===== src/rtl/tcw_pkg.sv =====
`timescale 1ns / 1ps

package tcw_pkg;

   localparam logic [1:0] KIND_PUT   = 2'd0;
   localparam logic [1:0] KIND_CLEAR = 2'd1;
   localparam logic [1:0] KIND_READ  = 2'd2;

   localparam logic [7:0]  NEWLINE_CODE = 8'h0A;
   localparam logic [7:0]  BLANK_CODE   = 8'h20;
   localparam logic [7:0]  RESET_COLOR  = 8'h07;
   localparam logic [15:0] RESET_CELL   = 16'h0720;

   typedef struct packed {
      logic [1:0]  kind;
      logic [7:0]  char_code;
      logic [10:0] cell_address;
   } req_type;

   typedef struct packed {
      logic [15:0] cell_value;
      logic [10:0] cursor_pos;
      logic        scrolled;
   } rsp_type;

   typedef struct packed {
      logic    load;
      rsp_type data;
   } rsp_load_type;

   typedef enum logic [2:0] {
      ST_INIT,
      ST_IDLE,
      ST_COPY,
      ST_DRAIN,
      ST_FILL,
      ST_FINISH
   } seq_state_type;

endpackage


===== src/rtl/tcw_seq.sv =====
`timescale 1ns / 1ps

module tcw_seq #(
   parameter int COLUMNS = 80,
   parameter int ROWS    = 25,
   localparam int CELLS  = COLUMNS * ROWS,
   localparam int AW     = $clog2(CELLS)
) (
   input  logic                  clock,
   input  logic                  reset,
   input  logic                  req_valid,
   input  tcw_pkg::req_type      req,
   output logic                  req_ready,
   input  logic                  rsp_free,
   input  logic [7:0]            text_color,
   output logic                  mem_wr_en,
   output logic [AW-1:0]         mem_wr_addr,
   output logic [15:0]           mem_wr_data,
   output logic                  mem_rd_en,
   output logic [AW-1:0]         mem_rd_addr,
   input  logic [15:0]           mem_rd_data,
   output tcw_pkg::rsp_load_type rsp_load
);

   localparam int CW   = (AW + 1 > 12) ? AW + 1 : 12;
   localparam int COLW = $clog2(COLUMNS);

   tcw_pkg::seq_state_type state_ff, state_in;

   logic [AW-1:0]   cnt_ff, cnt_in;
   logic [AW-1:0]   cursor_ff, cursor_in;
   logic [COLW-1:0] col_ff, col_in;
   logic            cp_v_ff, cp_v_in;
   logic [AW-1:0]   cp_addr_ff, cp_addr_in;
   logic            pend_read_ff, pend_read_in;
   logic            pend_scroll_ff, pend_scroll_in;

   logic            accept;
   logic            is_newline;
   logic            in_range;
   logic            do_scroll;
   logic            cnt_last;
   logic [CW-1:0]   step_w;
   logic [CW-1:0]   sum_w;
   logic [AW-1:0]   cursor_new;
   logic [COLW-1:0] col_new;
   logic [10:0]     cursor_out;

   assign accept     = req_valid && req_ready;
   assign is_newline = (req.char_code == tcw_pkg::NEWLINE_CODE);
   assign in_range   = CW'(req.cell_address) < CW'(CELLS);
   assign cnt_last   = (cnt_ff == AW'(CELLS - 1));
   assign cursor_out = 11'(CW'(cursor_ff));

   always_comb begin
      step_w     = is_newline ? (CW'(COLUMNS) - CW'(col_ff)) : CW'(1);
      sum_w      = CW'(cursor_ff) + step_w;
      do_scroll  = (sum_w >= CW'(CELLS));
      cursor_new = do_scroll ? AW'(sum_w - CW'(COLUMNS)) : AW'(sum_w);
      if (is_newline || (col_ff == COLW'(COLUMNS - 1))) begin
         col_new = '0;
      end else begin
         col_new = col_ff + 1'b1;
      end
   end

   always_comb begin
      state_in = state_ff;
      case (state_ff)
         tcw_pkg::ST_INIT: begin
            if (cnt_last) state_in = tcw_pkg::ST_IDLE;
         end
         tcw_pkg::ST_IDLE: begin
            if (accept) begin
               case (req.kind)
                  tcw_pkg::KIND_PUT: begin
                     if (do_scroll) state_in = tcw_pkg::ST_COPY;
                  end
                  tcw_pkg::KIND_CLEAR: state_in = tcw_pkg::ST_FILL;
                  tcw_pkg::KIND_READ: begin
                     if (in_range) state_in = tcw_pkg::ST_FINISH;
                  end
                  default: state_in = tcw_pkg::ST_IDLE;
               endcase
            end
         end
         tcw_pkg::ST_COPY: begin
            if (cnt_last) state_in = tcw_pkg::ST_DRAIN;
         end
         tcw_pkg::ST_DRAIN: state_in = tcw_pkg::ST_FILL;
         tcw_pkg::ST_FILL: begin
            if (cnt_last) state_in = tcw_pkg::ST_FINISH;
         end
         tcw_pkg::ST_FINISH: begin
            if (rsp_free) state_in = tcw_pkg::ST_IDLE;
         end
         default: state_in = tcw_pkg::ST_INIT;
      endcase
   end

   always_comb begin
      req_ready     = 1'b0;
      mem_wr_en     = 1'b0;
      mem_wr_addr   = '0;
      mem_wr_data   = '0;
      mem_rd_en     = 1'b0;
      mem_rd_addr   = '0;
      rsp_load      = '0;
      case (state_ff)
         tcw_pkg::ST_INIT: begin
            mem_wr_en   = 1'b1;
            mem_wr_addr = cnt_ff;
            mem_wr_data = tcw_pkg::RESET_CELL;
         end
         tcw_pkg::ST_IDLE: begin
            req_ready = rsp_free;
            rsp_load.data.cursor_pos = cursor_out;
            if (accept) begin
               case (req.kind)
                  tcw_pkg::KIND_PUT: begin
                     mem_wr_en   = !is_newline;
                     mem_wr_addr = cursor_ff;
                     mem_wr_data = {text_color, req.char_code};
                     rsp_load.load = !do_scroll;
                     rsp_load.data.cursor_pos = 11'(CW'(cursor_new));
                  end
                  tcw_pkg::KIND_CLEAR: rsp_load.load = 1'b0;
                  tcw_pkg::KIND_READ: begin
                     mem_rd_en     = in_range;
                     mem_rd_addr   = AW'(CW'(req.cell_address));
                     rsp_load.load = !in_range;
                  end
                  default: rsp_load.load = 1'b1;
               endcase
            end
         end
         tcw_pkg::ST_COPY: begin
            mem_rd_en   = 1'b1;
            mem_rd_addr = cnt_ff;
            mem_wr_en   = cp_v_ff;
            mem_wr_addr = cp_addr_ff;
            mem_wr_data = mem_rd_data;
         end
         tcw_pkg::ST_DRAIN: begin
            mem_wr_en   = 1'b1;
            mem_wr_addr = cp_addr_ff;
            mem_wr_data = mem_rd_data;
         end
         tcw_pkg::ST_FILL: begin
            mem_wr_en   = 1'b1;
            mem_wr_addr = cnt_ff;
            mem_wr_data = {text_color, tcw_pkg::BLANK_CODE};
         end
         tcw_pkg::ST_FINISH: begin
            rsp_load.load            = rsp_free;
            rsp_load.data.cell_value = pend_read_ff ? mem_rd_data : 16'd0;
            rsp_load.data.cursor_pos = cursor_out;
            rsp_load.data.scrolled   = pend_scroll_ff;
         end
         default: rsp_load = '0;
      endcase
   end

   always_comb begin
      cnt_in         = cnt_ff;
      cursor_in      = cursor_ff;
      col_in         = col_ff;
      cp_v_in        = (state_ff == tcw_pkg::ST_COPY);
      cp_addr_in     = cnt_ff - AW'(COLUMNS);
      pend_read_in   = pend_read_ff;
      pend_scroll_in = pend_scroll_ff;
      case (state_ff)
         tcw_pkg::ST_INIT: begin
            if (!cnt_last) cnt_in = cnt_ff + 1'b1;
         end
         tcw_pkg::ST_IDLE: begin
            if (accept) begin
               pend_read_in   = 1'b0;
               pend_scroll_in = 1'b0;
               case (req.kind)
                  tcw_pkg::KIND_PUT: begin
                     cursor_in      = cursor_new;
                     col_in         = col_new;
                     cnt_in         = AW'(COLUMNS);
                     pend_scroll_in = do_scroll;
                  end
                  tcw_pkg::KIND_CLEAR: begin
                     cursor_in = '0;
                     col_in    = '0;
                     cnt_in    = '0;
                  end
                  tcw_pkg::KIND_READ: pend_read_in = in_range;
                  default: pend_read_in = 1'b0;
               endcase
            end
         end
         tcw_pkg::ST_COPY: begin
            cnt_in = cnt_last ? AW'(CELLS - COLUMNS) : cnt_ff + 1'b1;
         end
         tcw_pkg::ST_FILL: begin
            if (!cnt_last) cnt_in = cnt_ff + 1'b1;
         end
         default: cnt_in = cnt_ff;
      endcase
   end

   always_ff @(posedge clock) begin
      if (reset) begin
         state_ff       <= tcw_pkg::ST_INIT;
         cnt_ff         <= '0;
         cursor_ff      <= '0;
         col_ff         <= '0;
         cp_v_ff        <= 1'b0;
         pend_read_ff   <= 1'b0;
         pend_scroll_ff <= 1'b0;
      end else begin
         state_ff       <= state_in;
         cnt_ff         <= cnt_in;
         cursor_ff      <= cursor_in;
         col_ff         <= col_in;
         cp_v_ff        <= cp_v_in;
         pend_read_ff   <= pend_read_in;
         pend_scroll_ff <= pend_scroll_in;
      end
   end

   always_ff @(posedge clock) begin
      cp_addr_ff <= cp_addr_in;
   end

endmodule


===== config.mk =====
export PLATFORM = sky130hd
export DESIGN_NAME = tcw_seq
export DESIGN_NICKNAME = d
export VERILOG_FILES = /design/src/rtl/tcw_pkg.sv /design/src/rtl/tcw_seq.sv
export SDC_FILE = /design/constraint.sdc
export NUM_CORES = 1
export LEC_CHECK = 0
export BUFFER_PORTS_ARGS = -buffer_cell sky130_fd_sc_hd__buf_2
export CORE_ASPECT_RATIO = 0.7
export CORE_MARGIN = 1.5
export CORE_UTILIZATION = 35
export CTS_CLUSTER_DIAMETER = 120
export DETAILED_ROUTE_END_ITERATION = 12
export SLEW_MARGIN = 10
export SYNTH_ARGS = -nofsm -noshare
export SYNTH_HDL_FRONTEND = slang
export SYNTH_SLANG_ARGS = --single-unit

===== constraint.sdc =====
create_clock -name clock -period 12.05 [get_ports clock]
set_clock_uncertainty 0.1 [all_clocks]
set_input_delay 2.41 -clock clock [delete_from_list [all_inputs] [get_ports clock]]
set_output_delay 2.41 -clock clock [all_outputs]
set_load 0.01 [all_outputs]

==> impl_results.md, run 1 <==
- Synthesized area: 3948 um2
- Buf/Inv on CP: 4
- Crit-path max FO: 8
- Synth cell types: 71
- Area grow syn2layout: 21.14%
- Data arrival, critical path: 6.82 ns
- Number of synthesized flops with an enable pin: 0
- # IOs: 119
- Metal2 WL: roughly 5.7 mm
- Crit path cell chain: buf_2, nor4_1, nand2_1, nor2_1, ha_1, a211oi_4, nor4b_1, nand4b_1, inv_1, ha_1, inv_1, o41a_1, a2111oi_4, nand3_2, or4_1, a31oi_1, buf_2
- Chip Height: a little over 90 um
- Clock Path Buffers: 2
- Largest net degree at the start of global routing: 28
- Synth Flop Type: dfxtp_1
- Commonest non-fill, non-tap cells in the layout: buf_2, nor2_1, nand2_1, dfxtp_1
- DR WL/cell: 16.25 um
- Die Width: 129.9 um
- Syn_nets: ~600
- CTS H-tree depth: 2
- Final Slew Violations: 0
- Yosys top cell by area: dfxtp_1
- Syn. warnings: 0
- Max cap viols: 0
- Final GP Congestion: between 0.8 and 0.9
- Root Driver: clkbuf_16
- Total Wirelength: 12.59 mm
- M1 wire length: 5.975 mm
- Top post-synthesis cells by area: dfxtp_1, ha_1, nor2_1
- Post-DP HPWL: 9.834 mm
- Worst setup margin: 2.720 ns
- Final Hold Viols: 0
- DRT Pass-1 Iters: 5
- DIE AREA: 11940 um2
- Met3 WL: between 800 and 900 um
- Clk slew on worst S/H paths: ~0.060 ns
- Vias/cell: 5.650
- Slew @ Worst Pin: 1.179 ns
- Critical path's top delay family: simple AND/OR/NAND/NOR gates
- Initial Util: 35.85%
- Top layer in use: met4
- Hold WC Path Type: flop to flop
- Startpoint Class: input port
- Fmax: 107.2 MHz
- Synth async-reset ratio: 0%
- Synth Instances: 525
- # rows: 32
- Critical Path End Type: output pin
- Hold buffers post-CTS: 0
- Number of buffers created by CTS: 5
- Data required, critical path: 9.54 ns
- Vias in the first global route: 3860
- Pre-CTS WS: approximately 2.7 ns
- Layout cells sized above 1: between 20% and 30%
- ANT nets after route: 0
- All-Layer GR Usage: 20.85%
- Initial antenna violation count: 0
- Resize count post-CTS: 0
- First-pass GRT wire length: 19.66 mm
- CP max stage delay: 0.55 ns
- Crit Path Class: input port to output pin
- CTS sink cnt: 46
- Worst-Skew Late Latency: between 0.2 and 0.3 ns
- Final min period: 9.330 ns
- Area of the core: ~11000 um2
- Number of DRC markers in iteration 0: 375
- DR vias: 4379
- Flip-flop and latch count after synthesis: 46
- Overflow after GRT: 0
- Diode count: 0
- Final Setup Violations: 0
- Final Cycle Share: 77.43%
- Final Net Count: approximately 690
- Outcome: complete, no violations
- Commonest non-fill, non-tap cell in the layout: buf_2
- Buffers on Ports: 118
- RSZ-0062 raised after global routing: false
- Post-CTS Repair Setup Buffers: 0
- Setup TNS after final layout: 0 ns
- Seq/Total Area, Yosys: 23.33%
- Power Dens Cells: around 66 nW/um2
- Max-Slew Margin vs Limit: 21.07%
- Post-synthesis area per instance: 7.519 um2
- Worst VDD drop: approximately 0.055 mV
- Static leakage: 2.189 nW
- Yosys top cell area share: 23.33%
- Drc violations: 0
- Crit-path slowest cell: nor4_1
- CTS tree: built
[per-layer routing]
| layer | up-vias | track usage, % |
|---|---|---|
| met5 | - | 0 |
| met4 | 0 | 3.519 |
| met3 | 6 | 3.384 |
| met2 | 194 | 34.13 |
| met1 | 2061 | 29.11 |
| li1 | 2118 | - |
[metrics by stage]
stage	utilization, %	hold slack [ns]	area, um2	power (mW)	std cells
global placement	42.06	0.3384	4631	0.1789	767
global route	43.43	0.3585	4782	0.3287	775
floorplan	-	0.3031	3948	0.1665	525
CTS	43.43	0.3531	4782	0.3200	775
finish	43.43	0.3519	4782	0.3176	775
detailed placement	42.06	0.3509	4631	0.1797	767
[cell usage after synthesis, types with 5 or more instances]
master     n
nor2_1    53
nand2_1   50
dfxtp_1   46
a21oi_1   29
o21ai_0   29
inv_1     27
clkbuf_1  26
ha_1      23
a22o_1    21
and2_1    19
nand3_1   18
xnor2_1   16
xor2_1    13
a222oi_1  11
nor3_1    11
o21ai_1   10
nand4_1    9
a22oi_1    8
and3_1     8
or3_1      7
o211ai_1   6
a31oi_1    5
nand2b_1   5
nor2b_1    5
[path summary, 6_finish.rpt]
path,from,end,slack (ns),cells past startpoint
setup / recovery,req[16],rsp_load[5],2.72,17
hold / removal,cnt_ff[3],cp_addr_ff[3],0.35,0
setup reg to reg,col_ff[0],state_ff[0],7.72,15
hold reg to reg,cnt_ff[3],cp_addr_ff[3],0.35,0
[worst reg2reg max path: cells and delay by family (launching register included)]
| family | cells | cell delay (ns) |
|---|---|---|
| flops | 1 | 0.47 |
| xor+xnor | 1 | 0.37 |
| simple gates | 2 | 0.16 |
| buf+inv | 3 | 0.22 |
| fa+ha+maj | 3 | 0.96 |
| compound gates | 6 | 1.91 |
[flip-flops by register name, summed over array words and instances, names as in the netlist]
| signal | flops |
|---|---|
| cursor_ff | 11 |
| state_ff | 3 |
| pend_read_ff | 1 |
| cp_addr_ff | 11 |
| cp_v_ff | 1 |
| cnt_ff | 11 |
| col_ff | 7 |
| pend_scroll_ff | 1 |
[area by class of cell]
class	count	area [um2]
fillers	1131	6228
multi-input cells	419	2796
flip-flops and latches	46	920.9
repair buffers	122	620.6
well taps	153	191.4
clock buffers	6	138.9
inverters	27	101.3
clock inverters	2	12.51
[kinds of logic (layout without fill, tap and decap cells)]
family,after synthesis,after routing,share of synthesized area (%)
multiplexers,2,2,0.5388
buffers and inverters,60,157,5.895
adder cells (fa/ha/maj),24,24,7.797
XOR/XNOR,29,29,6.434
AND/OR/NAND/NOR,203,203,25.74
AO/OA/AOI/OAI,161,161,30.27
flip-flops,46,46,23.33
[power breakdown]
group	internal (mW)	switching, mW
sequential	0.154	0.00217
combinational	0.00929	0.0111
clock	0.0822	0.0591
Power figures use the tool's default switching activity.
==> inputs of run 2 (changes only) <==
Clock period 12.05 ns to 8.9 ns, I/O delays scaled along.
==> run 2 against run 1 <==
Design area did not move. Critical path type unchanged. Critical path depth is 1 lower. Worst setup slack got worse by 1.9 ns. Clock-buffer cell count unchanged. Via count fell by 0.94%. Register-to-register slack got worse by 3.2 ns. Routed wire length about the same. Largest power group unchanged. Clock power rose by 26%.
==> impl_results.md, run 2 (synthesis gave the netlist of run 1 again) <==
- Vias/cell: 5.597
- Number of buffers created by CTS: 5
- DIE AREA: 11940 um2
- Data arrival, critical path: 6.19 ns
- Total power: 0.4168 mW
- Outcome: complete, no violations
- Crit-path max FO: 6
- Root Driver: clkbuf_16
- Biggest regs: cnt_ff: 11 flops, cp_addr_ff: 11 flops, cursor_ff: 11 flops
- Initial Util: 35.85%
- Max-Slew Margin vs Limit: 42.36%
- Layout cells sized above 1: between 20% and 30%
- Critical Path End Type: output pin
- Number of DRC markers in iteration 0: a little over 300
- Diode count: 0
- All-Layer GR Usage: between 20% and 30%
- Startpoint Class: input port
- Final Slew Violations: 0
- Final Cycle Share: 90.68%
- Commonest non-fill, non-tap cell in the layout: buf_2
- First-pass GRT wire length: 19.73 mm
- Vias in the first global route: 3802
- Final min period: 8.070 ns
- Commonest non-fill, non-tap cells in the layout: buf_2, nor2_1, nand2_1, dfxtp_1
- DR WL/cell: ~16 um
- RSZ-0062 raised after global routing: false
- DR vias: 4338
- Data required, critical path: 7.02 ns
- Setup TNS after final layout: 0 ns
- Initial antenna violation count: 0
- Slew @ Worst Pin: 0.8629 ns
- Hold WC Path Type: flop to flop
- # IOs: 119
- Final Net Count: 695
- Final Hold Viols: 0
- # rows: 32
- Die Width: 129.9 um
- Worst VDD drop: 0.07262 mV
- Fmax: approximately 120 MHz
- Final Setup Violations: 0
- Fill count: 1126
- Register Area: 920.9 um2
- Area grow syn2layout: 21.14%
- Final GP Congestion: 0.8997
- Overflow after GRT: 0
- Total Wirelength: 12.59 mm
- Static leakage: 2.186 nW
- Area of the core: 11010 um2
- CTS tree: built
- Power Dens Cells: 87.16 nW/um2
- Worst-Skew Late Latency: approximately 0.29 ns
- Area of the multi-input gates: approximately 2800 um2
- Post-CTS Repair Setup Buffers: 0
- CTS sink cnt: 46
- Hold buffers post-CTS: 0
- Buffers on Ports: 118
- Drc violations: 0
- Chip Height: 91.86 um
- ANT nets after route: 0
- Largest net degree at the start of global routing: 28
- Post-DP HPWL: between 9 and 10 mm
- DRT Pass-1 Iters: 5
- Clock Path Buffers: 2
- Crit Path Class: input port to output pin
- Max cap viols: 0
- Resize count post-CTS: 0
- CTS H-tree depth: 2
- Clk slew on worst S/H paths: 0.06 ns
-- run 2: worst max-delay path: stages --
cell,delay (ns)
buf_2,0.11
nor4_1,0.54
nand3_1,0.18
ha_1,0.28
fa_1,0.41
a21oi_1,0.28
o21bai_1,0.12
xor2_1,0.38
ha_1,0.23
inv_1,0.04
o41a_1,0.44
a2111oi_4,0.40
nand3_2,0.20
or4_1,0.44
a31oi_1,0.20
buf_2,0.16
-- run 2: final timing paths --
kind	cells after the start	from	slack (ns)	to
max reg2reg	15	col_ff[0]	4.56	state_ff[0]
min	0	cnt_ff[3]	0.36	cp_addr_ff[3]
max	16	req[16]	0.83	rsp_load[5]
min reg2reg	0	cnt_ff[3]	0.36	cp_addr_ff[3]
-- run 2: report_power, final --
group / switching (mW) / internal [mW]
registers: 0.00296 / 0.208
logic: 0.0149 / 0.0125
clock network: 0.0755 / 0.103
total: 0.0934 / 0.323
-- run 2: per-layer routing --
layer	up-vias	GRT usage [%]	routed length, um
li1	2128	-	-
met4	0	2.407	49
met5	-	0	0
met2	148	34.13	5657
met1	2056	29.92	6174
met3	6	3.034	703
-- run 2: area by class of cell --
class	instances	area share (%)
Clock buffer	6	2.695
Sequential cell	46	19.26
Tap cell	153	4.003
Multi-Input combinational cell	419	58.48
Timing Repair Buffer	123	13.29
Clock inverter	1	0.1570
Inverter	27	2.119
-- run 2: through the flow --
| stage | instances | util (%) | instance area, um2 | hold slack (ns) | worst slack (ns) |
|---|---|---|---|---|---|
| after CTS | 774 | 43.30 | 4767 | 0.3579 | 0.8060 |
| after global placement | 767 | 42.06 | 4631 | 0.3384 | 0.9656 |
| final | 775 | 43.43 | 4782 | 0.3585 | 0.8299 |
| after global routing | 775 | 43.43 | 4782 | 0.3644 | 0.4337 |
| after floorplan | 525 | - | 3948 | 0.3031 | 1.588 |
| after detailed placement | 767 | 42.06 | 4631 | 0.3481 | 0.8245 |
==> inputs of run 3 (changes only) <==
Settings changed: PLACE_DENSITY set to 0.68, REMOVE_ABC_BUFFERS set to 1.
==> run 3 against run 2 <==
Sequential cell count unchanged. Via count rose by 1.2%. Non-clock buffer count shrank 1. Sequential share of layout area down 0.17 points. Clock-buffer cell count decreased by 1. Hold slack worse by 0.0032 ns. Design area increased by 0.89%. Final cell count did not move. First-iteration DRC count up 57%. Register-to-register slack gained 0.04 ns. Critical endpoint unchanged. Largest power group is now the clock network.
==> impl_results.md, run 3 (synthesis gave the netlist of run 1 again) <==
- Outcome: complete, no violations
- Buffers on Ports: 118
- Layer with the highest usage: met2
- DRT Pass-1 Iters: 5
- Commonest non-fill, non-tap cell in the layout: buf_2
- Slew @ Worst Pin: 0.8344 ns
- Data required, critical path: 7.02 ns
- Die Width: 129.9 um
- Initial Util: ~36%
- Pre-CTS WS: 0.7612 ns
- Final Cycle Share: 92.26%
- Fill count: ~1100
- Static leakage: around 2.2 nW
- Total power: 0.4797 mW
- Met1 global-route usage: 28.76%
- Total Wirelength: roughly 13 mm
- Crit Path Class: input port to output pin
- Final GP Congestion: 0.9523
- Drc violations: 0
- Chip Height: 91.86 um
- Biggest regs: cnt_ff: 11 flops, cp_addr_ff: 11 flops, cursor_ff: 11 flops
- CTS sink cnt: 46
- Overflow after GRT: 0
- Hold WC Path Type: flop to flop
- DR WL/cell: 16.25 um
- Critical Path End Type: output pin
- Vias in the first global route: ~4000
- Power Dens Cells: 99.43 nW/um2
- Crit-path max FO: 6
- Placed cell count: roughly 770
- CTS tree: built
- Post-CTS Repair Setup Buffers: 0
- Fin util: 43.82%
- Max cap viols: 0
- Final Net Count: 694
- Startpoint Class: input port
- CTS H-tree depth: 2
- Worst VDD drop: 0.09318 mV
- Layout cells sized above 1: 23.15%
- Final Setup Violations: 0
- Design area: 4825 um2
- Area grow syn2layout: 22.22%
- Largest net degree at the start of global routing: 34
- Non-filler cells, final: 775
- Grt met2 use: 32.63%
- Worst-Skew Late Latency: 0.29 ns
- # rows: 32
- Hold_ws: 0.3554 ns
- Number of DRC markers in iteration 0: 481
- Data arrival, critical path: 6.33 ns
- ANT nets after route: 0
- Placed instance area: ~4600 um2
- Final Hold Viols: 0
- Post-DP HPWL: 9.787 mm
- All-Layer GR Usage: 20.49%
- Initial antenna violation count: 0
- DR vias: about 4400
- RSZ-0062 raised after global routing: false
- Final min period: 8.211 ns
- Diode count: 0
- Root Driver: clkbuf_16
- Clock Path Buffers: 2
- Hold buffers post-CTS: 0
- Number of buffers created by CTS: 5
- Area of the core: 11010 um2
- # IOs: 119
- Worst setup margin: slightly below 0.7 ns
- Vias/cell: 5.662
- Setup TNS after final layout: 0 ns
- Commonest non-fill, non-tap cells in the layout: buf_2, nor2_1, nand2_1, dfxtp_1
- Resize count post-CTS: 0
- Global Route met3 Usage: under 10%
- First-pass GRT wire length: 19.49 mm
- Max-Slew Margin vs Limit: about 44%
- Fmax: 121.8 MHz
- Clk slew on worst S/H paths: 0.06 ns
- DIE AREA: 11940 um2
- Final Slew Violations: 0
## run 3: cell count changes in the layout (fill, tap and decap cells not counted), sizes merged
| cell | change |
|---|---|
| buf | -1 |
| clkinvlp | -1 |
| clkbuf | -1 |
| bufinv | +2 |
| clkinv | +1 |
## run 3: cell type report
cell class	instances	area [um2]	share of cell area, %
Timing Repair Buffer	122	620.6	12.86
Inverter	27	101.3	2.101
Multi-Input combinational cell	419	2796	57.96
Sequential cell	46	920.9	19.09
Clock buffer	5	125.1	2.593
Clock inverter	3	68.82	1.426
Tap cell	153	191.4	3.968
## run 3: worst max-delay path: stages
cell,delay [ns]
buf_2,0.11
nor4bb_1,0.59
nand3_1,0.17
ha_1,0.28
fa_1,0.42
a21oi_1,0.26
o21bai_1,0.12
xor2_1,0.43
ha_1,0.25
inv_1,0.04
o41a_1,0.43
a2111oi_4,0.38
nand3_2,0.19
or4_1,0.45
a31oi_1,0.25
buf_2,0.17
## run 3: worst paths after layout
check	start	endpoint	slack, ns	cells past startpoint
worst max-delay path	req[13]	rsp_load[5]	0.69	16
worst min-delay path	pend_read_ff	pend_read_ff	0.36	2
worst max register to register	col_ff[0]	state_ff[0]	4.60	15
worst min register to register	pend_read_ff	pend_read_ff	0.36	2
## run 3: metal layers
layer | vias up | share of wire [%]
met5 | - | 0
met2 | 193 | 44
met1 | 2060 | 48
met3 | 12 | 7.3
met4 | 0 | 0.79
li1 | 2123 | -
## run 3: power by group
part	switching, mW	internal (mW)
logic	0.0153	0.0126
clock network	0.0794	0.161
registers	0.00289	0.208
total	0.0976	0.382
